File: config.mk
export PLATFORM = sky130hd
export DESIGN_NAME = ulst_cell
export DESIGN_NICKNAME = d
export VERILOG_FILES = /design/src/hw/rtl/ulst_cell.sv
export SDC_FILE = /design/constraint.sdc
export NUM_CORES = 1
export LEC_CHECK = 0
export BUFFER_PORTS_ARGS = -buffer_cell sky130_fd_sc_hd__clkbuf_2
export CORE_MARGIN = 4
export CORE_UTILIZATION = 39
export DETAILED_ROUTE_END_ITERATION = 6
export PLACE_DENSITY = 0.72
export SLEW_MARGIN = 5
export SYNTH_ARGS = -nofsm -noshare
export SYNTH_HDL_FRONTEND = slang
export SYNTH_SLANG_ARGS = --single-unit
File: constraint.sdc
create_clock -name clk -period 0.8 [get_ports clk]
set_clock_uncertainty 0.05 [all_clocks]
set_input_delay 0.08 -clock clk [delete_from_list [all_inputs] [get_ports clk]]
set_output_delay 0.08 -clock clk [all_outputs]
set_load 0.005 [all_outputs]
File: src/hw/rtl/ulst_cell.sv
`timescale 1ns / 1ps
// ----------------------------------------------------------------------------
// ulst_cell
// One slot of the entry ring: holds an entry and takes its neighbour's entry
// on every shift.
// ----------------------------------------------------------------------------
module ulst_cell #(
	parameter int ITEM_WIDTH = 32
) (
	input  logic                  clk,
	input  logic                  shift,
	input  logic [ITEM_WIDTH-1:0] shift_in,
	output logic [ITEM_WIDTH-1:0] data
);

	logic [ITEM_WIDTH-1:0] data_q;

	always_ff @(posedge clk) begin
		if (shift) begin
			data_q <= shift_in;
		end
	end

	assign data = data_q;

endmodule

Word-level counts from Yosys, hierarchy flattened
Cells that the tools add are included.

Bits of input ports: 34. Logic and storage cells: 1. Register bits after elaboration: 32.

Longest topological paths before layout
Depth in word-level cells: 0. Gate-level depth with buffers: 0. Gate-level depth less buffers: 0.

Least setup slack after synthesis
Ideal clock, no wire load.

Path type: register to output. Start: reg data_q[0] (netlist: data[0]). End: out data[0]. Arrival time: 0.355 ns. Cell stages (with the launch flop): 1. Path buffers: 0. Slack: 0.315 ns. Path through: edfxtp_1.

RTL lines: from (decl) (RTL line 16) `logic [ITEM_WIDTH-1:0] data_q;`; from (signal assigned) (RTL line 20) `data_q <= shift_in;`; to (decl) (RTL line 13) `output logic [ITEM_WIDTH-1:0] data`.

No word-level cell between the ends.

Worst setup path in the final report
Start: reg data_q[2] (netlist: data[2]). End: out data[2].

No word-level cell between the ends.

==> reports/qor.yml <==
use_met2_pct: 29.84
synth_area_um2: 960.9
largest_reg_flops: 32
max-vdd-ir-drop_mv: 1.587
grt_pass1_wl_um: 3877
timing.fmax_mhz: 1025
num_io_pins: 66
vias_per_cell: 4.179
synth_warnings: 0
pwr_density_cell_nw_per_um2: 1898
status: "finished, violations left"
worstSetupPathType: "register to output pin"
relSlewSlack_pct: 90.11
route.detailed.drc: 0
finish.utilization_pct: 75.26
drt_iter0_drc: 20
dieArea_um2: 3322
synth-seq-area-share_pct: 100.0
wl_per_cell_um: 15.09
dpl.hpwl_um: 1622
drive_above_1_share_pct: 52.14
hold_slack_ps: 134.8
avgSynthCellArea_um2: 30.03
cp_max_fo: 1
io_buffers: 65
synth_top_area_share_pct: 100.0
use_met3_pct: 8.018
cts_buffers: 5
path_delay_family: "flip-flops"
cts_tree: "built"
grt-ovfl-total: 0
place_inst: 128
cts_htree_levels: 2
fp.coreArea_um2: 2276
antenna_cells: 0
finalMaxSlewViolations: 0
wl_um: 2535
gp_congestion: 0.6858
synth_ff_type: "edfxtp_1"
yosys-top-cells-area: "edfxtp_1"
end_kind: "output pin"
power.leakage_nw: 0.7582
async_flop_share_pct: 0
detailroute.via_count: 702
pre_cts_ws_ps: 61.47
clkSinkCount: 32
violations: "setup timing"
finalHoldViolations: 0
initial_utilization_pct: 42.22
drtPass1Iterations: 4
postRouteAntennaNets: 0
cts.reportedPaths.clkPinSlew_ps: 90
multi_input_cells: 0
synth_edf_count: 32
grt_pass1_vias: 774
cts_root_buffer: "clkbuf_4"
yosysUniqueCellTypes: 1
finalCriticalPeriod_ps: 975.2
fp.dieH_um: 57.64
slowest_delay_ps: 400
ys_seq_elements: 32
final-instance-count-excl-fill: 168
row_count: 17
worstSetupStartpointType: "register"
syn_nets: 66
grt_use_total_pct: 17.00
cp.arrival_ps: 850
totalPowerFinal_mw: 3.252
setup_viol: 32
required_ps: 670
antenna_found_initial: 0
busiest_layer: "met2"
die_w_um: 57.64
grt_max_degree: 12
synth_commonest_cells: "edfxtp_1"
multi_input_area_um2: 0
rsz0062_at_grt: "true"
yosysMostFrequentCell: "edfxtp_1"
synthCells: 32
slowest_stage: "edfxtp_1"
fin_crit_sh_pct: 121.9
critPathBufInv: 1
hold_class: "input pin to register"
crit_path_cell_trace: "clkbuf_2"
use_met1_pct: 16.82
synth_top_cell_by_area: "edfxtp_1"
post_cts_resized: 0
finalWorstSetupSlack_ps: -175.2
max-clock-path-buffers: 2
area_growth_pct: 78.25
postCtsSetupBuffers: 0
drv_cap: 0
tightest_slew_ps: 148.4
fin_nets: 173
[through the flow]
step / area (um^2) / setup TNS, ps
2_1_floorplan: 960.9 / 0
3_3_place_gp: 1344 / 0
3_5_place_dp: 1344 / 0
4_1_cts: 1713 / -5047
5_1_grt: 1713 / -6047
6_report: 1713 / -4623
[what timing repair did]
item                                    4_1_cts  5_1_grt
pin swaps                                     0        0
hold endpoints to repair                     32        0
hold buffers                                 32        0
endpoints found under the setup margin       32       32
[placed cells by master, fill, tap and decap left out, drive strengths merged]
master	count
buf	3
clkbuf	72
clkinv	1
dlygate4sd3	32
edfxtp	32
[report_power, final]
| part | internal [mW] | leakage [nW] | total (mW) | switching (mW) |
|---|---|---|---|---|
| combinational | 0.246 | 0.418 | 0.392 | 0.146 |
| clock | 0.337 | 0.0269 | 0.834 | 0.497 |
| sequential | 1.99 | 0.313 | 2.03 | 0.0358 |
| total | 2.57 | 0.758 | 3.25 | 0.679 |
[final timing paths]
kind / start / slack [ps] / to / cells past startpoint
hold / removal: shift / 130 / data[12] / 2
setup / recovery: data[2] / -180 / data[2] / 1
[cell type report]
class | instances | area, um^2
Tap cell | 28 | 35.03
Timing Repair Buffer | 100 | 668.1
Clock buffer | 7 | 45.04
Fill cell | 143 | 563.0
Clock inverter | 1 | 3.754
Sequential cell | 32 | 960.9
[logic make-up (layout without fill, tap and decap cells)]
| group | after synthesis | count (layout) | synth area share (%) |
|---|---|---|---|
| DFF | 32 | 32 | 100.0 |
| buffers and inverters | 0 | 108 | 0 |
[layer usage]
metal	vias up	wire length, um
li1	344	-
met1	312	819
met2	42	1430
met3	4	258
met4	0	27
met5	-	0
No activity file was read; power rests on OpenSTA's default activity.
